### src/design/spqwc_pkg.sv
package spqwc_pkg;

  // queue geometry
  localparam int DEPTH       = 16;
  localparam int CNT_W       = $clog2(DEPTH + 1);
  localparam int COUNT_OUT_W = 5;

  // field widths
  localparam int EXAM_W    = 16;
  localparam int PATIENT_W = 16;
  localparam int MACHINE_W = 8;
  localparam int PRIO_W    = 3;
  localparam int WAIT_W    = 16;
  localparam int FUNC_W    = 2;
  localparam int STATUS_W  = 2;

  // register port
  localparam int ADDR_W = 3;
  localparam int DATA_W = 32;
  localparam logic REG_INITIAL_WAIT = 1'b0;
  localparam logic [WAIT_W-1:0] WAIT_RESET = WAIT_W'(30);

  typedef enum logic [FUNC_W-1:0] {
    FN_INSERT = 2'd0,
    FN_APPEND = 2'd1,
    FN_REMOVE = 2'd2,
    FN_TICK   = 2'd3
  } func_t;

  typedef enum logic [STATUS_W-1:0] {
    STS_OK    = 2'd0,
    STS_EMPTY = 2'd1,
    STS_FULL  = 2'd2
  } status_t;

  typedef enum logic {
    ST_IDLE = 1'b0,
    ST_EXEC = 1'b1
  } state_t;

  typedef struct packed {
    logic [EXAM_W-1:0]    exam_id;
    logic [PATIENT_W-1:0] subject_id;
    logic [MACHINE_W-1:0] scanner_id;
    logic [PRIO_W-1:0]    prio;
    logic [WAIT_W-1:0]    wait_cnt;
  } rec_t;

  // controller to datapath
  typedef struct packed {
    logic capture;  // latch the incoming word
    logic exec;     // apply the operation and load the result register
  } cmd_t;

endpackage

### src/design/spqwc_ctrl.sv
module spqwc_ctrl (
  input  logic              clk,
  input  logic              rst_n,
  input  logic              in_valid,
  output logic              in_ready,
  output logic              out_valid,
  input  logic              out_ready,
  output spqwc_pkg::cmd_t   cmd
);

  spqwc_pkg::state_t state_r, state_nxt;
  logic out_valid_r, out_valid_nxt;

  // state and result-valid registers
  always_ff @(posedge clk) begin
    if (!rst_n) begin
      state_r     <= spqwc_pkg::ST_IDLE;
      out_valid_r <= 1'b0;
    end else begin
      state_r     <= state_nxt;
      out_valid_r <= out_valid_nxt;
    end
  end

  // next state and commands
  always_comb begin
    state_nxt     = state_r;
    out_valid_nxt = out_valid_r && !out_ready;
    in_ready      = 1'b0;
    cmd.capture   = 1'b0;
    cmd.exec      = 1'b0;
    case (state_r)
      spqwc_pkg::ST_IDLE: begin
        in_ready = 1'b1;
        if (in_valid) begin
          cmd.capture = 1'b1;
          state_nxt   = spqwc_pkg::ST_EXEC;
        end
      end
      spqwc_pkg::ST_EXEC: begin
        // wait until the result register is free
        if (!out_valid_r || out_ready) begin
          cmd.exec      = 1'b1;
          out_valid_nxt = 1'b1;
          state_nxt     = spqwc_pkg::ST_IDLE;
        end
      end
      default: begin
        state_nxt = spqwc_pkg::ST_IDLE;
      end
    endcase
  end

  assign out_valid = out_valid_r;

endmodule

### src/design/spqwc_dp.sv
module spqwc_dp (
  input  logic                                clk,
  input  logic                                rst_n,
  input  spqwc_pkg::cmd_t                     cmd,
  input  logic [spqwc_pkg::WAIT_W-1:0]        initial_wait,
  input  logic [spqwc_pkg::FUNC_W-1:0]        in_func,
  input  logic [spqwc_pkg::EXAM_W-1:0]        in_exam_id,
  input  logic [spqwc_pkg::PATIENT_W-1:0]     in_subject_id,
  input  logic [spqwc_pkg::MACHINE_W-1:0]     in_scanner_id,
  input  logic [spqwc_pkg::PRIO_W-1:0]        in_prio,
  output logic [spqwc_pkg::STATUS_W-1:0]      out_status,
  output logic [spqwc_pkg::EXAM_W-1:0]        out_exam_id,
  output logic [spqwc_pkg::PATIENT_W-1:0]     out_subject_id,
  output logic [spqwc_pkg::MACHINE_W-1:0]     out_scanner_id,
  output logic [spqwc_pkg::PRIO_W-1:0]        out_prio,
  output logic [spqwc_pkg::WAIT_W-1:0]        out_wait,
  output logic [spqwc_pkg::COUNT_OUT_W-1:0]   out_stored_count
);

  // captured operation
  spqwc_pkg::func_t                 op_func_r;
  logic [spqwc_pkg::EXAM_W-1:0]     op_exam_r;
  logic [spqwc_pkg::PATIENT_W-1:0]  op_patient_r;
  logic [spqwc_pkg::MACHINE_W-1:0]  op_machine_r;
  logic [spqwc_pkg::PRIO_W-1:0]     op_prio_r;

  always_ff @(posedge clk) begin
    if (cmd.capture) begin
      op_func_r    <= spqwc_pkg::func_t'(in_func);
      op_exam_r    <= in_exam_id;
      op_patient_r <= in_subject_id;
      op_machine_r <= in_scanner_id;
      op_prio_r    <= in_prio;
    end
  end

  // slot row and fill count
  spqwc_pkg::rec_t             slot_r [spqwc_pkg::DEPTH];
  logic [spqwc_pkg::CNT_W-1:0] count_r, count_nxt;
  logic                        full, empty;
  spqwc_pkg::rec_t             new_rec;

  assign full  = (count_r == spqwc_pkg::CNT_W'(spqwc_pkg::DEPTH));
  assign empty = (count_r == '0);

  always_comb begin
    new_rec.exam_id    = op_exam_r;
    new_rec.subject_id = op_patient_r;
    new_rec.scanner_id = op_machine_r;
    new_rec.prio       = op_prio_r;
    new_rec.wait_cnt   = initial_wait;
  end

  // per-cell compare; the prefix OR marks cells behind the insert point
  logic [spqwc_pkg::DEPTH-1:0] hit;
  logic [spqwc_pkg::DEPTH-1:0] behind;
  logic [spqwc_pkg::DEPTH-1:0] is_tail;

  for (genvar gi = 0; gi < spqwc_pkg::DEPTH; gi++) begin : g_cell
    spqwc_pkg::rec_t prev_rec, next_rec, cell_nxt;

    assign hit[gi]     = (spqwc_pkg::CNT_W'(gi) < count_r) &&
                         (slot_r[gi].prio < op_prio_r);
    assign is_tail[gi] = (spqwc_pkg::CNT_W'(gi) == count_r);

    if (gi == 0) begin : g_first
      assign behind[gi] = 1'b0;
      assign prev_rec   = slot_r[gi];
    end else begin : g_rest
      assign behind[gi] = behind[gi-1] | hit[gi-1];
      assign prev_rec   = slot_r[gi-1];
    end

    if (gi == spqwc_pkg::DEPTH - 1) begin : g_last
      assign next_rec = slot_r[gi];
    end else begin : g_mid
      assign next_rec = slot_r[gi+1];
    end

    // cell update
    always_comb begin
      cell_nxt = slot_r[gi];
      case (op_func_r)
        spqwc_pkg::FN_INSERT: begin
          if (!full) begin
            if (behind[gi]) begin
              cell_nxt = prev_rec;
            end else if (hit[gi] || is_tail[gi]) begin
              cell_nxt = new_rec;
            end
          end
        end
        spqwc_pkg::FN_APPEND: begin
          if (!full && is_tail[gi]) begin
            cell_nxt = new_rec;
          end
        end
        spqwc_pkg::FN_REMOVE: begin
          if (!empty) begin
            cell_nxt = next_rec;
          end
        end
        spqwc_pkg::FN_TICK: begin
          if (slot_r[gi].wait_cnt != '1) begin
            cell_nxt.wait_cnt = slot_r[gi].wait_cnt + 1'b1;
          end
        end
        default: begin
          cell_nxt = slot_r[gi];
        end
      endcase
    end

    always_ff @(posedge clk) begin
      if (cmd.exec) begin
        slot_r[gi] <= cell_nxt;
      end
    end
  end

  // fill count and result word
  logic [spqwc_pkg::STATUS_W-1:0] res_status_nxt;
  spqwc_pkg::rec_t                res_rec_nxt;

  always_comb begin
    count_nxt      = count_r;
    res_status_nxt = spqwc_pkg::STS_OK;
    res_rec_nxt    = '0;
    case (op_func_r)
      spqwc_pkg::FN_INSERT, spqwc_pkg::FN_APPEND: begin
        if (full) begin
          res_status_nxt = spqwc_pkg::STS_FULL;
        end else begin
          count_nxt = count_r + 1'b1;
        end
      end
      spqwc_pkg::FN_REMOVE: begin
        if (empty) begin
          res_status_nxt = spqwc_pkg::STS_EMPTY;
        end else begin
          res_rec_nxt = slot_r[0];
          count_nxt   = count_r - 1'b1;
        end
      end
      spqwc_pkg::FN_TICK: begin
        count_nxt = count_r;
      end
      default: begin
        count_nxt = count_r;
      end
    endcase
  end

  always_ff @(posedge clk) begin
    if (!rst_n) begin
      count_r <= '0;
    end else if (cmd.exec) begin
      count_r <= count_nxt;
    end
  end

  logic [spqwc_pkg::STATUS_W-1:0] res_status_r;
  spqwc_pkg::rec_t                res_rec_r;
  logic [spqwc_pkg::CNT_W-1:0]    res_count_r;
  logic [31:0]                    res_count_ext;

  always_ff @(posedge clk) begin
    if (cmd.exec) begin
      res_status_r <= res_status_nxt;
      res_rec_r    <= res_rec_nxt;
      res_count_r  <= count_nxt;
    end
  end

  assign res_count_ext    = 32'(res_count_r);
  assign out_status       = res_status_r;
  assign out_exam_id      = res_rec_r.exam_id;
  assign out_subject_id   = res_rec_r.subject_id;
  assign out_scanner_id   = res_rec_r.scanner_id;
  assign out_prio         = res_rec_r.prio;
  assign out_wait         = res_rec_r.wait_cnt;
  assign out_stored_count = res_count_ext[spqwc_pkg::COUNT_OUT_W-1:0];

  // checks
  a_count_bound: assert property (@(posedge clk) disable iff (!rst_n)
    count_r <= spqwc_pkg::CNT_W'(spqwc_pkg::DEPTH))
    else $error("fill count above depth");

  a_store_grows: assert property (@(posedge clk) disable iff (!rst_n)
    cmd.exec && !full &&
    (op_func_r == spqwc_pkg::FN_INSERT || op_func_r == spqwc_pkg::FN_APPEND)
    |=> count_r == $past(count_r) + 1'b1)
    else $error("store did not grow the queue by one");

  a_empty_remove: assert property (@(posedge clk) disable iff (!rst_n)
    cmd.exec && empty && op_func_r == spqwc_pkg::FN_REMOVE
    |=> res_status_r == spqwc_pkg::STS_EMPTY && res_rec_r == '0 && count_r == '0)
    else $error("remove on empty queue gave a record");

  a_full_hold: assert property (@(posedge clk) disable iff (!rst_n)
    cmd.exec && full &&
    (op_func_r == spqwc_pkg::FN_INSERT || op_func_r == spqwc_pkg::FN_APPEND)
    |=> res_status_r == spqwc_pkg::STS_FULL && $stable(count_r))
    else $error("store into full queue changed the queue");

endmodule

### src/design/stable_priority_queue_with_wait_count.sv
// Stable priority queue of exam records with saturating wait counters.
// Input channel (in_valid/in_ready) carries one operation word: in_func
// selects insert by priority, append at tail, remove head or tick all wait
// counters; the record fields are used by the two store operations.
// Result channel (out_valid/out_ready) returns exactly one word per
// operation: status (ok, empty, full), the removed record or zeros, and the
// number of stored records after the operation.
// Each operation passes through the two controller states: idle captures
// the word, then execute, in which the row of slot cells compares, shifts or
// increments in parallel and loads the result register. A new word is
// accepted only once the previous one has executed. A stalled receiver holds
// the finished result in the output register; the next word is still
// accepted and waits in the capture stage until the result register frees up.
// Synchronous active-low reset empties the queue and sets initial_wait to
// 30. initial_wait is written through the register port at address 0; the
// user must write it only while the queue is idle, the block does not
// enforce this. New records start their wait counter at that value.
module stable_priority_queue_with_wait_count (
  input  logic                                clk,
  input  logic                                rst_n,
  // operation channel
  input  logic                                in_valid,
  output logic                                in_ready,
  input  logic [spqwc_pkg::FUNC_W-1:0]        in_func,
  input  logic [spqwc_pkg::EXAM_W-1:0]        in_exam_id,
  input  logic [spqwc_pkg::PATIENT_W-1:0]     in_subject_id,
  input  logic [spqwc_pkg::MACHINE_W-1:0]     in_scanner_id,
  input  logic [spqwc_pkg::PRIO_W-1:0]        in_prio,
  // result channel
  output logic                                out_valid,
  input  logic                                out_ready,
  output logic [spqwc_pkg::STATUS_W-1:0]      out_status,
  output logic [spqwc_pkg::EXAM_W-1:0]        out_exam_id,
  output logic [spqwc_pkg::PATIENT_W-1:0]     out_subject_id,
  output logic [spqwc_pkg::MACHINE_W-1:0]     out_scanner_id,
  output logic [spqwc_pkg::PRIO_W-1:0]        out_prio,
  output logic [spqwc_pkg::WAIT_W-1:0]        out_wait,
  output logic [spqwc_pkg::COUNT_OUT_W-1:0]   out_stored_count,
  // register port
  input  logic                                cfg_psel,
  input  logic                                cfg_penable,
  input  logic                                cfg_pwrite,
  input  logic [spqwc_pkg::ADDR_W-1:0]        cfg_paddr,
  input  logic [spqwc_pkg::DATA_W-1:0]        cfg_pwdata,
  output logic [spqwc_pkg::DATA_W-1:0]        cfg_prdata,
  output logic                                cfg_pready
);

  // configuration register
  logic [spqwc_pkg::WAIT_W-1:0] initial_wait_r;
  logic                         reg_sel;

  assign cfg_pready = 1'b1;
  assign reg_sel    = (cfg_paddr[2] == spqwc_pkg::REG_INITIAL_WAIT);

  always_ff @(posedge clk) begin
    if (!rst_n) begin
      initial_wait_r <= spqwc_pkg::WAIT_RESET;
    end else if (cfg_psel && cfg_penable && cfg_pwrite && cfg_pready && reg_sel) begin
      initial_wait_r <= cfg_pwdata[spqwc_pkg::WAIT_W-1:0];
    end
  end

  assign cfg_prdata = reg_sel ? spqwc_pkg::DATA_W'(initial_wait_r) : '0;

  // controller and datapath
  spqwc_pkg::cmd_t cmd;

  spqwc_ctrl u_ctrl (
    .clk       (clk),
    .rst_n     (rst_n),
    .in_valid  (in_valid),
    .in_ready  (in_ready),
    .out_valid (out_valid),
    .out_ready (out_ready),
    .cmd       (cmd)
  );

  spqwc_dp u_dp (
    .clk              (clk),
    .rst_n            (rst_n),
    .cmd              (cmd),
    .initial_wait     (initial_wait_r),
    .in_func          (in_func),
    .in_exam_id       (in_exam_id),
    .in_subject_id    (in_subject_id),
    .in_scanner_id    (in_scanner_id),
    .in_prio          (in_prio),
    .out_status       (out_status),
    .out_exam_id      (out_exam_id),
    .out_subject_id   (out_subject_id),
    .out_scanner_id   (out_scanner_id),
    .out_prio         (out_prio),
    .out_wait         (out_wait),
    .out_stored_count (out_stored_count)
  );

endmodule

### config.mk
export PLATFORM = sky130hd
export DESIGN_NAME = stable_priority_queue_with_wait_count
export DESIGN_NICKNAME = d
export VERILOG_FILES = /design/src/design/spqwc_pkg.sv /design/src/design/spqwc_ctrl.sv /design/src/design/spqwc_dp.sv /design/src/design/stable_priority_queue_with_wait_count.sv
export SDC_FILE = /design/constraint.sdc
export NUM_CORES = 2
export LEC_CHECK = 0
export CAP_MARGIN = 40
export CORE_MARGIN = 8
export CORE_UTILIZATION = 45
export CTS_CLUSTER_SIZE = 8
export DETAILED_ROUTE_END_ITERATION = 8
export DONT_BUFFER_PORTS = 1
export PLACE_DENSITY = 0.71
export SETUP_SLACK_MARGIN = 0.02
export SLEW_MARGIN = 20
export SYNTH_ARGS = -nofsm -noshare
export SYNTH_HDL_FRONTEND = slang
export SYNTH_SLANG_ARGS = --single-unit
### constraint.sdc
create_clock -name clk -period 13.4 [get_ports clk]
set_input_delay 2.68 -clock clk [delete_from_list [all_inputs] [get_ports clk]]
set_output_delay 2.68 -clock clk [all_outputs]
set_load 0.01 [all_outputs]
Word-level counts from Yosys, hierarchy flattened
Memories as Yosys holds them, arrays and structs flattened.
Cells that the tools add are included.
Cells by class
  add/subtract/negate cells: 18
  $lt $le $gt $ge: 32
  equal/unequal tests: 35
  multiplexer cells: 144
  bitwise operators: 17
  reductions and logical operators: 60
Operators by type and width (count)
  59-bit two-way mux: 78
  43-bit one-hot mux with 3 select lines: 15
  16-bit one-hot mux with 4 select lines: 16
  16-bit two-way mux: 17
  16-bit by 1-bit adder with 16-bit output, second input constant: 16
  16-bit inequality test, second input constant: 16
  43-bit one-hot mux with 2 select lines: 1
  3-bit less-than comparator: 16
  4-bit by 5-bit == test with 1-bit output, first input constant: 8
  4-bit by 5-bit less-than comparator with 1-bit output, first input constant: 8
  1-bit logical AND: 36
  3-bit by 5-bit == test with 1-bit output, first input constant: 4
  3-bit by 5-bit less-than comparator with 1-bit output, first input constant: 4
  1-bit logical OR: 17
  5-bit one-hot mux with 3 select lines: 1
  1-bit bitwise OR: 14
  1-bit two-way mux: 11
  2-bit by 5-bit == test with 1-bit output, first input constant: 2
  1-bit by 5-bit less-than comparator with 1-bit output, first input constant: 2
  2-bit by 5-bit less-than comparator with 1-bit output, first input constant: 2
  5-bit two-way mux: 2
  5-bit by 1-bit adder with 5-bit output, second input constant: 1
  1-bit by 5-bit == test with 1-bit output, first input constant: 1
  5-bit == test, second input constant: 1
  other kinds (11): 17
Word-level totals
  flip-flop bits (word level): 134
  memory bits (writable): 944
  input bits: 87
  output and inout bits: 101
  memories: 1
Memories
  u_dp.slot_r: words 16, width 59, read ports 16, clocked after Yosys merged registers in 0, wr ports 16, line spqwc_dp.sv:38  | spqwc_pkg::rec_t slot_r [spqwc_pkg::DEPTH];

Logic depth before layout (Yosys ltp)
An unclocked memory read counts as a cell.
  depth after elaboration: 20
  gate-level depth with buffers: 15
  mapped depth without buffers: 9

By module
From an unflattened synthesis, not the netlist that was laid out.
Unflattened totals
  cell total of the unflattened synthesis: 6161
  area total of the unflattened synthesis: 63380.8 µm²
Modules (own cells, without submodules)
  spqwc_dp: times used 1, cells an instance 6046, area each 62351.0 µm², seq. area each 31780.5 µm²
  stable_priority_queue_with_wait_count: times used 1, cells an instance 106, area each 927.1 µm², seq. area each 320.3 µm²
  spqwc_ctrl: times used 1, cells an instance 9, area each 102.6 µm², seq. area each 40.0 µm²

Worst setup path before layout
OpenSTA, ideal clock, no wires.
  path type: input-to-reg
  start point: input port out_ready
  end point: memory u_dp.slot_r[14][16] in the netlist's numbering, enable pin
  library setup time: 0.522 ns
  data arrival time: 7.711 ns
  slack: 5.168 ns
  stages: 5
  buffers on the path: 0
  cell sequence: nand2b_1 nand2_1 clkinv_1 o211ai_1 a311oi_1
RTL lines
  from (decl): line stable_priority_queue_with_wait_count.sv:31  | input logic out_ready,
  to (decl): line spqwc_dp.sv:38

==> metrics.cfg <==
[global_routing]
track_usage=0.243
grt_max_degree=230
grt_overflow=0
grt_pass1_vias=48491
antenna_found_initial=18
grt_pass1_wl_mm=294

[min_path]
hold_path.class=flop to flop

[worst_setup_path]
setup.worst_path.end_class=flop
cp.arrival_ps=6350
crit_path_start=u_dp.op_prio_r[1]
crit_buf_inv=4
cp_max_fo=39
worstPathCellList=clkinv_1 > buf_4 > ha_1 > or3b_2 > a221oi_2 > o31a_2 > or3_4 > buf_4 > or3_4 > buf_4 > mux2i_1 > o21ai_0
r2r_end=u_dp.slot_r[14][25]
start_kind=flop
worst-r2r-setup-slack_ps=7560
cp.required_ps=13910
max_stage_delay_ps=850
crit_end=u_dp.slot_r[14][25]
reg2reg_from=u_dp.op_prio_r[1]
r2r.worst_path.cells=12
crit_cells=12
crit_slowest_cell=or3_4
cp_top_family=simple AND/OR/NAND/NOR gates
cpMostUsedCell=buf_4
critPathKind=flop to flop

[sta]
maxSlewHeadroom=0.194
rsz0062_at_grt=false
worstMarginPinSlew_ps=1210
hold_viol=0
setup_viol=0
setup_tns_ps=0
min_period_ps=5840
maxSlewViolCount=0
fmax_mhz=171
setup_slack_ps=7560
post-route-period-util=0.436
clock-skew-final_ps=33.8

[drt]
antenna_left=0
via_per_inst=6.62
dr.pass1.iters=9
routed_wl_mm=196
first_iter_violations=6675
vias=50220
wl_per_cell_um=25.8
drcViolationCount=0

[synth]
netlist_top_cells_area=edfxtp_1 50%, mux2i_1 9.0%, a21oi_1 7.4%
yosysTopAreaCellShare=0.500
synth_warnings=0
synth-edff-count=1055
postSynthCellCount=6001
async_flop_share=0
yosysUniqueCellTypes=73
ys_seq_area_frac=0.507
synthesis.area_mm2=0.0634
synth_ff_type=edfxtp_1
synth-seq-cells=1078
yosys.area.top_type=edfxtp_1
syn_avg_cell_area_um2=10.6

[clock_network]
cts-root-buf=clkbuf_16
h-tree-depth=4
cts_tree=built
post_cts_buffers=0
cts.sinks=1078
clock_latency_ps=780
cts_buffers=152
clock_path_buffers=3
holdBufCountCts=0
cts.clk_slew.worst_paths_ps=50
post_cts_resize_count=0

[layout]
drive_gt1_frac=0.109
final_nets=5812
area_growth_syn_to_layout_pct=9.87

[place]
dpl.hpwl_mm=119
portBuffers=0
place_ws_ps=7480
gp_congestion=0.882

[flow_run]
max-cap-violations=0

[die]
rows=137
ios=188
initial_core_util=0.454
chipWidth_um=391
fp.dieArea_mm2=0.153
fp.dieH_um=391
core_area_mm2=0.140

[pwr]
peakVddDrop_mv=0.109
power_density_mw_per_mm2=146
p_leak_uw=0.0235

[status]
run_status=complete, no violations

[stage by stage]
stage                     instance area (um2)  utilization  hold WS, ps  total power, uW  std cells
after CTS                               69400        0.497          547            10100       7564
final                                   69700        0.499          541            10200       7585
after global routing                    69600        0.499          566            10500       7583
after global placement                  64400        0.461          524             6460       7344
after detailed placement                65200        0.467          540             6580       7377
after floorplan                         63400            -          518             5880       6016
[synth_stat cells, drive strengths merged, types with 5 or more instances]
library cell	count
nor2	270
and3	47
edfxtp	1055
a2bb2oi	8
o2111ai	18
inv	37
xor2	72
mux2i	572
a221oi	180
clkbuf	555
nor4	9
a221o	26
nand2b	15
nand2	545
nor3	25
a21boi	26
o211ai	6
a21oi	934
a31oi	143
mux2	240
or3	14
and4	20
and2	200
nand3	127
o221ai	6
o21ai	115
a222oi	32
a21o	25
a211oi	96
nor2b	28
nor3b	6
dfxtp	23
ha	57
nand4	42
a22oi	110
nand3b	12
o21a	5
buf	98
xnor2	150
[layer usage]
| metal | vias up | track usage | wire length [um] |
|---|---|---|---|
| li1 | 21937 | - | - |
| met1 | 24785 | 0.327 | 78700 |
| met2 | 2996 | 0.376 | 88600 |
| met3 | 498 | 0.0454 | 19200 |
| met4 | 4 | 0.125 | 9330 |
| met5 | - | 0 | 29 |
[logic make-up (layout without fill, tap and decap cells)]
group / after synthesis / after routing / share of synthesized area
compound gates: 1760 / 1760 / 0.171
buf+inv: 694 / 379 / 0.0438
flops: 1078 / 1078 / 0.507
mux: 812 / 812 / 0.133
xor+xnor: 222 / 222 / 0.0307
other cells: 2 / 25 / 0.000118
fa+ha+maj: 57 / 57 / 0.0113
simple gates: 1376 / 1376 / 0.103
[worst min path at each step]
stage | from | to | slack (ps) | cells past startpoint
2_1_floorplan | u_ctrl.state_r | u_ctrl.state_r | 520 | 2
3_3_place_gp | u_dp.slot_r[15][39] | u_dp.slot_r[14][39] | 520 | 2
3_5_place_dp | u_dp.slot_r[0][28] | u_dp.out_subject_id[1] | 540 | 1
4_1_cts | u_dp.slot_r[15][54] | u_dp.slot_r[14][54] | 550 | 2
5_1_grt | u_dp.slot_r[15][38] | u_dp.slot_r[14][38] | 570 | 2
6_report | u_dp.slot_r[0][28] | u_dp.out_subject_id[1] | 540 | 1
[placed cells by master (no fill, tap or decap), types with 26 or more instances in the layout]
cell,count
nand3_1,124
a31oi_1,142
a222oi_1,32
ha_1,53
a221o_1,26
inv_1,37
and2_1,191
edfxtp_1,1055
xor2_1,72
nand4_1,42
a221oi_1,178
mux2_2,240
a22oi_1,110
and3_1,47
a21oi_1,924
xnor2_1,150
mux2i_1,572
buf_4,99
nand2_1,542
a211oi_1,96
nor2_1,263
o21ai_0,101
clkbuf_16,157
[final cells by class]
class                           count  area [um2]
Multi-Input combinational cell   4244       28900
Fill cell                       12229       70100
Timing Repair Buffer              151        1890
Tap cell                         1876        2350
Inverter                           41         155
Antenna cell                        8        20.0
Sequential cell                  1078       32100
Clock buffer                      177        4000
Clock inverter                     10         186
[sequential cells by signal, summed over array words and instances, names as in the netlist]
name and count:
u_dp.out_stored_count 5, u_dp.op_patient_r 16, u_ctrl.out_valid 1, u_dp.count_r 5, u_dp.op_prio_r 3, u_dp.out_scanner_id 8, u_dp.out_subject_id 16, u_dp.out_exam_id 16
u_dp.op_machine_r 8, u_ctrl.state_r 1, u_dp.op_func_r 2, u_dp.out_status 2, u_dp.op_exam_r 16, initial_wait_r 16, u_dp.slot_r 944, u_dp.out_wait 16
u_dp.out_prio 3
[power breakdown]
part | internal, uW | switching [uW] | total, uW
Sequential | 4050 | 183 | 4240
Combinational | 889 | 1490 | 2380
Clock | 2090 | 1460 | 3550
Total | 7030 | 3130 | 10200
No activity file was read; power rests on OpenSTA's default activity.
